**src/rtl/sqd_pkg.sv**
```systemverilog
package sqd_pkg;

	localparam int ACT_BITS = 4;
	localparam logic [ACT_BITS-1:0] ACT_RESET = 4'd8;

	// operation codes
	localparam logic [1:0] KIND_PUSH     = 2'd0;
	localparam logic [1:0] KIND_POP      = 2'd1;
	localparam logic [1:0] KIND_SHUTDOWN = 2'd2;

	// result status codes
	localparam logic [2:0] ST_OK         = 3'd0;
	localparam logic [2:0] ST_EMPTY      = 3'd1;
	localparam logic [2:0] ST_CLOSED     = 3'd2;
	localparam logic [2:0] ST_FULL       = 3'd3;
	localparam logic [2:0] ST_SHUT       = 3'd4;
	localparam logic [2:0] ST_BAD_WORKER = 3'd5;

	typedef struct packed {
		logic [1:0]  kind;
		logic [15:0] task_id;
		logic        is_pinned;
		logic [2:0]  worker;
	} cmd_t;

	typedef struct packed {
		logic [2:0]  status;
		logic [2:0]  chosen_worker;
		logic [15:0] popped_task;
		logic        newly_pinned;
		logic [7:0]  total_queued;
	} res_t;

	typedef enum logic [1:0] {
		S_IDLE,
		S_SCAN,
		S_EXEC,
		S_RESP
	} state_t;

endpackage

```
**src/rtl/shortest_queue_task_dispatcher_top.sv**
```systemverilog
// channel   | ports                       | handshake
// ----------+-----------------------------+-------------------------------------
// command   | start, busy, cmd            | word taken at edge with start & !busy
// result    | done, result                | one-cycle strobe, cannot be held off
// config    | cfg_we, cfg_wdata           | active_workers written when cfg_we
//
// Start to done strobe: an unpinned push scans the N active workers, one occupancy
// read and compare per cycle through the queue table port; a pop or pinned push
// scans one entry; both then execute. Shutdown and rejected words skip to response.
// busy drops in the cycle done is raised, so the next word can go in then.
// Reset clears all queue state at once through per-queue valid bits.
module shortest_queue_task_dispatcher_top #(
	parameter int WORKERS     = 8,
	parameter int QUEUE_DEPTH = 16,
	parameter int TASK_BITS   = 16
) (
	input  logic                           clk,
	input  logic                           arst_n,
	input  logic                           start,
	output logic                           busy,
	input  sqd_pkg::cmd_t                  cmd,
	output logic                           done,
	output sqd_pkg::res_t                  result,
	input  logic                           cfg_we,
	input  logic [sqd_pkg::ACT_BITS-1:0]   cfg_wdata
);

	localparam int WW = (WORKERS > 1) ? $clog2(WORKERS) : 1;
	localparam int PW = $clog2(QUEUE_DEPTH);
	localparam int OW = $clog2(QUEUE_DEPTH + 1);
	localparam int AW = $clog2(WORKERS * QUEUE_DEPTH);
	localparam int TW = $clog2(WORKERS * QUEUE_DEPTH + 1);
	localparam int EW = 2 * PW + OW + 1;
	localparam int DW = TASK_BITS + 1;
	localparam int CW = sqd_pkg::ACT_BITS;

	typedef struct packed {
		logic          closed;
		logic [OW-1:0] occ;
		logic [PW-1:0] tail;
		logic [PW-1:0] head;
	} qent_t;

	sqd_pkg::state_t state_q, state_d;

	logic [CW-1:0] cfg_q;
	logic [CW-1:0] act;
	logic          shut_q;
	logic [TW-1:0] total_q;
	logic          done_q;
	sqd_pkg::res_t result_q;

	sqd_pkg::cmd_t op_q;
	logic [CW-1:0] i_q, last_q, pidx_q;
	logic          idone_q, pend_q, first_q;
	qent_t         best_q;
	logic [WW-1:0] bidx_q;
	logic [2:0]    status_q, chosen_q;
	logic          popok_q;

	// decode of the incoming word
	logic          w_bad;
	logic          dec_scan;
	logic [2:0]    dec_status, dec_chosen;
	logic [CW-1:0] dec_first, dec_last;

	// execute step
	logic          issue;
	logic [2:0]    ex_status;
	logic          ex_popok, ex_inc, ex_dec;
	logic [PW-1:0] ptr_sel;

	logic          qt_we, qt_re;
	qent_t         qt_wdata, qt_rdata;
	logic [WW-1:0] qt_raddr;

	logic          tm_we, tm_re;
	logic [AW-1:0] tm_addr;
	logic [DW-1:0] tm_wdata, tm_rdata;

	always_comb begin
		if (cfg_q == '0) begin
			act = CW'(1);
		end else if (32'(cfg_q) > WORKERS) begin
			act = CW'(WORKERS);
		end else begin
			act = cfg_q;
		end
	end

	always_comb begin
		w_bad      = {1'b0, cmd.worker} >= act;
		dec_scan   = 1'b0;
		dec_status = sqd_pkg::ST_OK;
		dec_chosen = 3'd0;
		dec_first  = {1'b0, cmd.worker};
		dec_last   = {1'b0, cmd.worker};
		case (cmd.kind)
			sqd_pkg::KIND_PUSH: begin
				if (shut_q) begin
					dec_status = sqd_pkg::ST_SHUT;
				end else if (cmd.is_pinned && w_bad) begin
					dec_status = sqd_pkg::ST_BAD_WORKER;
					dec_chosen = cmd.worker;
				end else if (cmd.is_pinned) begin
					dec_scan = 1'b1;
				end else begin
					dec_scan  = 1'b1;
					dec_first = '0;
					dec_last  = act - CW'(1);
				end
			end
			sqd_pkg::KIND_POP: begin
				dec_chosen = cmd.worker;
				if (w_bad) begin
					dec_status = sqd_pkg::ST_BAD_WORKER;
				end else begin
					dec_scan = 1'b1;
				end
			end
			default: begin
			end
		endcase
	end

	always_comb begin
		state_d   = state_q;
		issue     = 1'b0;
		qt_re     = 1'b0;
		qt_we     = 1'b0;
		qt_wdata  = best_q;
		tm_we     = 1'b0;
		tm_re     = 1'b0;
		ex_status = sqd_pkg::ST_OK;
		ex_popok  = 1'b0;
		ex_inc    = 1'b0;
		ex_dec    = 1'b0;
		case (state_q)
			sqd_pkg::S_IDLE: begin
				if (start) begin
					state_d = dec_scan ? sqd_pkg::S_SCAN : sqd_pkg::S_RESP;
				end
			end
			sqd_pkg::S_SCAN: begin
				issue = !idone_q;
				qt_re = issue;
				if (pend_q && (pidx_q == last_q)) begin
					state_d = sqd_pkg::S_EXEC;
				end
			end
			sqd_pkg::S_EXEC: begin
				state_d = sqd_pkg::S_RESP;
				if (op_q.kind == sqd_pkg::KIND_PUSH) begin
					if (best_q.occ >= OW'(QUEUE_DEPTH)) begin
						ex_status = sqd_pkg::ST_FULL;
					end else begin
						tm_we         = 1'b1;
						qt_we         = 1'b1;
						qt_wdata.tail = (best_q.tail == PW'(QUEUE_DEPTH - 1)) ? '0
							: best_q.tail + PW'(1);
						qt_wdata.occ  = best_q.occ + OW'(1);
						ex_inc        = 1'b1;
					end
				end else begin
					if (best_q.closed) begin
						ex_status = sqd_pkg::ST_CLOSED;
					end else if (best_q.occ != '0) begin
						tm_re         = 1'b1;
						qt_we         = 1'b1;
						qt_wdata.head = (best_q.head == PW'(QUEUE_DEPTH - 1)) ? '0
							: best_q.head + PW'(1);
						qt_wdata.occ  = best_q.occ - OW'(1);
						ex_dec        = 1'b1;
						ex_popok      = 1'b1;
					end else if (shut_q) begin
						// empty after shutdown: latch closed for good
						qt_we           = 1'b1;
						qt_wdata.closed = 1'b1;
						ex_status       = sqd_pkg::ST_CLOSED;
					end else begin
						ex_status = sqd_pkg::ST_EMPTY;
					end
				end
			end
			sqd_pkg::S_RESP: begin
				state_d = sqd_pkg::S_IDLE;
			end
			default: begin
				state_d = sqd_pkg::S_IDLE;
			end
		endcase
	end

	assign qt_raddr = WW'(i_q);
	assign ptr_sel  = (op_q.kind == sqd_pkg::KIND_PUSH) ? best_q.tail : best_q.head;
	assign tm_addr  = AW'(32'(bidx_q) * QUEUE_DEPTH) + AW'(ptr_sel);
	assign tm_wdata = {op_q.is_pinned, TASK_BITS'(op_q.task_id)};

	always_ff @(posedge clk or negedge arst_n) begin
		if (!arst_n) begin
			state_q <= sqd_pkg::S_IDLE;
			cfg_q   <= sqd_pkg::ACT_RESET;
			shut_q  <= 1'b0;
			total_q <= '0;
			done_q  <= 1'b0;
			pend_q  <= 1'b0;
			idone_q <= 1'b0;
			first_q <= 1'b1;
		end else begin
			state_q <= state_d;
			done_q  <= (state_q == sqd_pkg::S_RESP);
			if (cfg_we) begin
				cfg_q <= cfg_wdata;
			end
			if (state_q == sqd_pkg::S_IDLE && start && cmd.kind == sqd_pkg::KIND_SHUTDOWN) begin
				shut_q <= 1'b1;
			end
			if (ex_inc) begin
				total_q <= total_q + TW'(1);
			end else if (ex_dec) begin
				total_q <= total_q - TW'(1);
			end
			if (state_q == sqd_pkg::S_IDLE) begin
				pend_q  <= 1'b0;
				idone_q <= 1'b0;
				first_q <= 1'b1;
			end else if (state_q == sqd_pkg::S_SCAN) begin
				pend_q <= issue;
				if (issue && (i_q == last_q)) begin
					idone_q <= 1'b1;
				end
				if (pend_q) begin
					first_q <= 1'b0;
				end
			end
		end
	end

	always_ff @(posedge clk) begin
		if (state_q == sqd_pkg::S_IDLE && start) begin
			op_q     <= cmd;
			i_q      <= dec_first;
			last_q   <= dec_last;
			status_q <= dec_status;
			chosen_q <= dec_chosen;
			popok_q  <= 1'b0;
		end
		if (state_q == sqd_pkg::S_SCAN) begin
			if (issue) begin
				i_q <= i_q + CW'(1);
			end
			pidx_q <= i_q;
			// strict less-than keeps the lowest index on a tie
			if (pend_q && (first_q || qt_rdata.occ < best_q.occ)) begin
				best_q <= qt_rdata;
				bidx_q <= WW'(pidx_q);
			end
		end
		if (state_q == sqd_pkg::S_EXEC) begin
			status_q <= ex_status;
			chosen_q <= 3'(bidx_q);
			popok_q  <= ex_popok;
		end
		if (state_q == sqd_pkg::S_RESP) begin
			result_q.status        <= status_q;
			result_q.chosen_worker <= chosen_q;
			result_q.popped_task   <= popok_q ? 16'(tm_rdata[TASK_BITS-1:0]) : 16'd0;
			result_q.newly_pinned  <= popok_q & ~tm_rdata[TASK_BITS];
			result_q.total_queued  <= (32'(total_q) > 255) ? 8'hFF : 8'(total_q);
		end
	end

	sqd_qtab #(
		.DEPTH (WORKERS),
		.DW    (EW)
	) u_qtab (
		.clk   (clk),
		.arst_n(arst_n),
		.we    (qt_we),
		.waddr (bidx_q),
		.wdata (qt_wdata),
		.re    (qt_re),
		.raddr (qt_raddr),
		.rdata (qt_rdata)
	);

	sqd_tmem #(
		.DEPTH (WORKERS * QUEUE_DEPTH),
		.DW    (DW)
	) u_tmem (
		.clk   (clk),
		.we    (tm_we),
		.re    (tm_re),
		.addr  (tm_addr),
		.wdata (tm_wdata),
		.rdata (tm_rdata)
	);

	assign busy   = (state_q != sqd_pkg::S_IDLE);
	assign done   = done_q;
	assign result = result_q;

endmodule

```
**src/rtl/sqd_qtab.sv**
```systemverilog
// Per-queue state table: one entry per worker, valid bits make unwritten
// entries read as zero right after reset.
module sqd_qtab #(
	parameter int DEPTH = 8,
	parameter int DW    = 14
) (
	input  logic                                    clk,
	input  logic                                    arst_n,
	input  logic                                    we,
	input  logic [((DEPTH > 1) ? $clog2(DEPTH) : 1)-1:0] waddr,
	input  logic [DW-1:0]                           wdata,
	input  logic                                    re,
	input  logic [((DEPTH > 1) ? $clog2(DEPTH) : 1)-1:0] raddr,
	output logic [DW-1:0]                           rdata
);

	logic [DW-1:0]    mem [DEPTH];
	logic [DEPTH-1:0] valid_q;
	logic [DW-1:0]    rdata_q;

	always_ff @(posedge clk or negedge arst_n) begin
		if (!arst_n) begin
			valid_q <= '0;
		end else if (we) begin
			valid_q[waddr] <= 1'b1;
		end
	end

	always_ff @(posedge clk) begin
		if (we) begin
			mem[waddr] <= wdata;
		end
		if (re) begin
			rdata_q <= valid_q[raddr] ? mem[raddr] : '0;
		end
	end

	assign rdata = rdata_q;

endmodule

```
**src/rtl/sqd_tmem.sv**
```systemverilog
// Task word storage, single port, registered read.
module sqd_tmem #(
	parameter int DEPTH = 128,
	parameter int DW    = 17
) (
	input  logic                       clk,
	input  logic                       we,
	input  logic                       re,
	input  logic [$clog2(DEPTH)-1:0]   addr,
	input  logic [DW-1:0]              wdata,
	output logic [DW-1:0]              rdata
);

	logic [DW-1:0] mem [DEPTH];
	logic [DW-1:0] rdata_q;

	always_ff @(posedge clk) begin
		if (we) begin
			mem[addr] <= wdata;
		end
		if (re) begin
			rdata_q <= mem[addr];
		end
	end

	assign rdata = rdata_q;

endmodule

```
**config.mk**
```make
export PLATFORM = sky130hd
export DESIGN_NAME = shortest_queue_task_dispatcher_top
export DESIGN_NICKNAME = d
export VERILOG_FILES = /design/src/rtl/sqd_pkg.sv /design/src/rtl/shortest_queue_task_dispatcher_top.sv /design/src/rtl/sqd_qtab.sv /design/src/rtl/sqd_tmem.sv
export SDC_FILE = /design/constraint.sdc
export NUM_CORES = 2
export LEC_CHECK = 0
export BUFFER_PORTS_ARGS = -buffer_cell sky130_fd_sc_hd__buf_4
export CAP_MARGIN = 20
export CORE_ASPECT_RATIO = 0.8
export CORE_MARGIN = 4
export CORE_UTILIZATION = 48
export DETAILED_ROUTE_END_ITERATION = 16
export HOLD_SLACK_MARGIN = 0.08
export PLACE_DENSITY = 0.74
export SYNTH_ARGS = -nofsm -noshare
export SYNTH_HDL_FRONTEND = slang
export SYNTH_SLANG_ARGS = --single-unit
```
**constraint.sdc**
```tcl
create_clock -name clk -period 3.39 [get_ports clk]
set_input_delay 0.5085 -clock clk [delete_from_list [all_inputs] [get_ports clk]]
set_output_delay 0.5085 -clock clk [all_outputs]
set_load 0.1 [all_outputs]
```
==> run_results.csv <==
group,metric,value,unit
timing,final_hold_viol_count,0,
clocking,cts_buffers,209,
logic_synthesis,synthCells,6217,
power,power_frac_seq,48.1,%
layout,final_common_cell,"edfxtp_1",
timing,rsz0062_at_grt,"yes",
power,ir_drop,0.000597,V
critical_path,cp_num_buf_inv,5,
power,swShare,28.4,%
power,power_frac_comb,19.8,%
run_status,failed_checks,"negative setup slack",
logic_synthesis,synth_area_per_cell,15.2,sq um
grt,grt_use_total,24.6,%
flow_run,maxCapViolCount,0,
logic_synthesis,ys_warn_count,0,
critical_path,crit_fanout,15,
power,finalPower,73.5,mW
detailed_routing,wl_per_cell,26.9,um
timing,setup_viol,3,
timing,tightest_slew,1.15,ns
logic_synthesis,yosys.area.top_type,"edfxtp_1",
timing,tns,-0.133,ns
floorplan,die_x,504,um
detailed_routing,ant_nets,0,
critical_path,cp.arrival,4.20,ns
power,power_leakage,38.7,nW
detailed_routing,drt_iter0_markers,9664,
logic_synthesis,netlist_area,94400,sq um
layout,nets,6901,
detailed_routing,viasPerCell,6.11,
grt,overflow,0,
critical_path,startpoint_type,"flop",
floorplan,initial_core_util,48.3,%
floorplan,rows,145,
placement,io_buffer_count,62,
critical_path,critical_path_class,"flop to flop",
timing,period_share,103,%
critical_path,cp.required,4.09,ns
critical_path,cpMostUsedCell,"buf_16",
logic_synthesis,synth_area_leaders,"edfxtp_1 (76%), mux2i_1 (5.6%), nand2_1 (4.8%)",
clocking,cts-root-buf,"clkbuf_16",
clocking,htreeDepth,4,
placement,dp_hpwl,155000,um
timing,relSlewSlack,23.3,%
critical_path,max_stage_delay,0.47,ns
timing,slew_violations,0,
logic_synthesis,synthArstFlopShare,1.11,%
critical_path,path_cells,"or3b_4 -> and2_4 -> buf_12 -> buf_16 -> buf_16 -> buf_6 -> mux2i_1 -> o22ai_1 -> nor4_1 -> buf_4 -> nor4_4 -> o211ai_1 -> nor2_1",
power,internal_power,52.6,mW
logic_synthesis,synth.ff_latch_count,2432,
clocking,clk_latency,0.87,ns
power,p_switching,20.9,mW
critical_path,cp.depth,13,
power,power_density,662,nW/um^2
timing,worst_slack,-0.113,ns
clocking,cts_buffer_depth,3,
run_status,status,"finished, violations left",
floorplan,die_area,204000,sq um
placement,place.gp.congestion,0.894,
grt,grt_pass1_wl,374000,um
clocking,cts_tree,"built",
clocking,clk_pin_slew,0.07,ns
critical_path,reg2reg_depth,13,
detailed_routing,first_pass_iters,9,
grt,grt_max_degree,129,
floorplan,core-area,195000,sq um
detailed_routing,vias,58600,
logic_synthesis,yosys.cell_types.count,61,
logic_synthesis,ys.flop_type,"edfxtp_1",
logic_synthesis,synth_edf_count,2401,
logic_synthesis,synth_seq_area_share,77.2,%
clocking,cts_sinks,2432,
critical_path,r2r_slack,-0.11,ns
power,clock_power_share,32.1,%
logic_synthesis,synth_top_area_share,76.4,%
floorplan,die_h,405,um
timing,skew,0.0390,ns
detailed_routing,finalWirelength,258000,um
logic_synthesis,syn_nets,6271,
layout,area_delta_synth_final,17.7,%
timing,fmaxAchievable,286,MHz
floorplan,ioPinCount,63,
layout,mostFrequentLayoutCells,"edfxtp_1 (2401), nand2_1 (1214), buf_4 (612), a21oi_1 (611), mux2i_1 (521)",
grt,grt_pass1_vias,56400,
detailed_routing,drc,0,
grt,antenna_found_initial,13,
critical_path,crit_slowest_cell,"o211ai_1",
hold_path,hp-class,"primary input to asynchronous set/reset pin",
critical_path,end_kind,"flop",
timing,period_minus_slack,3.50,ns
critical_path,crit_family,"simple AND/OR/NAND/NOR gates",
layout,drive_above_1_share,17.1,%
==> worst register-to-register path: cells and delay by family (launching register included) <==
family          cells  cell delay, ns
mux                 1            0.11
compound gates      2            0.62
flops               1            0.43
simple gates        5            1.34
buf+inv             5            0.84
==> registers in the layout (all words and copies together), names as in the netlist, 2 cells and up <==
signal,cells
i_q,4
state_q,2
u_qtab.valid_q,8
u_qtab.mem,112
last_q,4
u_tmem.rdata,17
result,31
op_q,19
u_tmem.mem,2176
cfg_q,4
total_q,8
best_q,14
pidx_q,4
chosen_q,3
u_qtab.rdata,14
bidx_q,3
status_q,3
==> metrics by stage <==
step / instance area [sq um] / instances / hold slack, ns / worst slack, ns / util (%)
after floorplan: 94400 / 6217 / 0.213 / 0.280 / -
after global placement: 103000 / 9149 / 0.406 / -1.18 / 52.7
after detailed placement: 103000 / 9151 / 0.405 / -0.727 / 52.7
after CTS: 110000 / 9571 / 0.108 / -0.0396 / 56.5
after global routing: 111000 / 9589 / 0.176 / -0.0968 / 56.9
final: 111000 / 9591 / 0.163 / -0.113 / 56.9
==> per-layer routing <==
metal | track usage, % | part of all wire, % | up-vias
li1 | - | - | 24900
met1 | 35.2 | 38 | 29100
met2 | 37.3 | 46 | 4111
met3 | 5.38 | 13 | 525
met4 | 9.24 | 3.6 | 4
met5 | 0 | 0.010 | -
==> cells by family (layout without fill, tap and decap cells) <==
group           after synthesis  after routing  share of synthesized area (%)
fa+ha+maj                    24             24                          0.326
xor+xnor                     20             20                          0.186
mux                         562            562                           6.38
compound gates              963            963                           5.61
other cells                   1              3                        0.00397
flops                      2432           2432                           77.2
buf+inv                     399           1199                           2.00
simple gates               1816           1816                           8.29
==> cell usage after synthesis (5+ instances only) <==
cell      number
a21o_1         6
a21oi_1      611
a31oi_1        5
and2_1        17
buf_1         21
buf_2        161
buf_4         37
buf_6          6
clkbuf_1     153
dfrtp_1       25
edfxtp_1    2401
ha_1          23
inv_1         21
mux2_2         5
mux2i_1      525
mux4_2        30
nand2_1     1217
nand2b_1      13
nand3_1        9
nor2_1       196
nor3_1         9
nor4_1       322
o211ai_1      17
o21ai_0       38
o21bai_1       5
o22ai_1      258
or2_2          7
xnor2_1        9
xor2_1        11
==> timing repair <==
| action | 4_1_cts | 5_1_grt |
|---|---|---|
| hold buffers | 32 | 0 |
| cloned | 2 | 2 |
| endpoints found under the hold margin | 63 | 0 |
| pin swaps | 7 | 19 |
| gates resized for setup | 33 | 91 |
| setup buffers | 5 | 17 |
| setup endpoints to repair | 15 | 17 |
==> power by group through the flow <==
stage	Sequential (mW)	Combinational [mW]	Clock (mW)
6_report	35.3	14.5	23.6
3_3_place_gp	35.9	13.4	0
3_5_place_dp	36.0	13.8	0
2_1_floorplan	37.3	6.53	0
5_1_grt	35.4	15.2	25.2
4_1_cts	35.3	14.0	23.8
==> final timing paths <==
check | from | to
max | op_q[20]$_DFFE_PP_ | u_tmem.rdata[4]$_DFFE_PP_
min | arst_n | state_q[1]$_DFFE_PN0P_
max reg2reg | op_q[20]$_DFFE_PP_ | u_tmem.rdata[4]$_DFFE_PP_
min reg2reg | u_qtab.rdata[13]$_SDFFCE_PN0P_ | best_q[13]$_DFFE_PP_
max in group asynchronous | arst_n | cfg_q[3]$_DFFE_PN1P_
min in group clk | cmd[11] | op_q[11]$_DFFE_PP_
==> layout make-up <==
| cell class | instances | area [sq um] |
|---|---|---|
| Fill cell | 14200 | 84300 |
| Sequential cell | 2432 | 72900 |
| Multi-Input combinational cell | 3386 | 20400 |
| Timing Repair Buffer | 797 | 7930 |
| Clock buffer | 249 | 5380 |
| Tap cell | 2572 | 3220 |
| Clock inverter | 132 | 1260 |
| Inverter | 21 | 78.8 |
| Antenna cell | 2 | 5.00 |
Power figures use the tool's default switching activity.
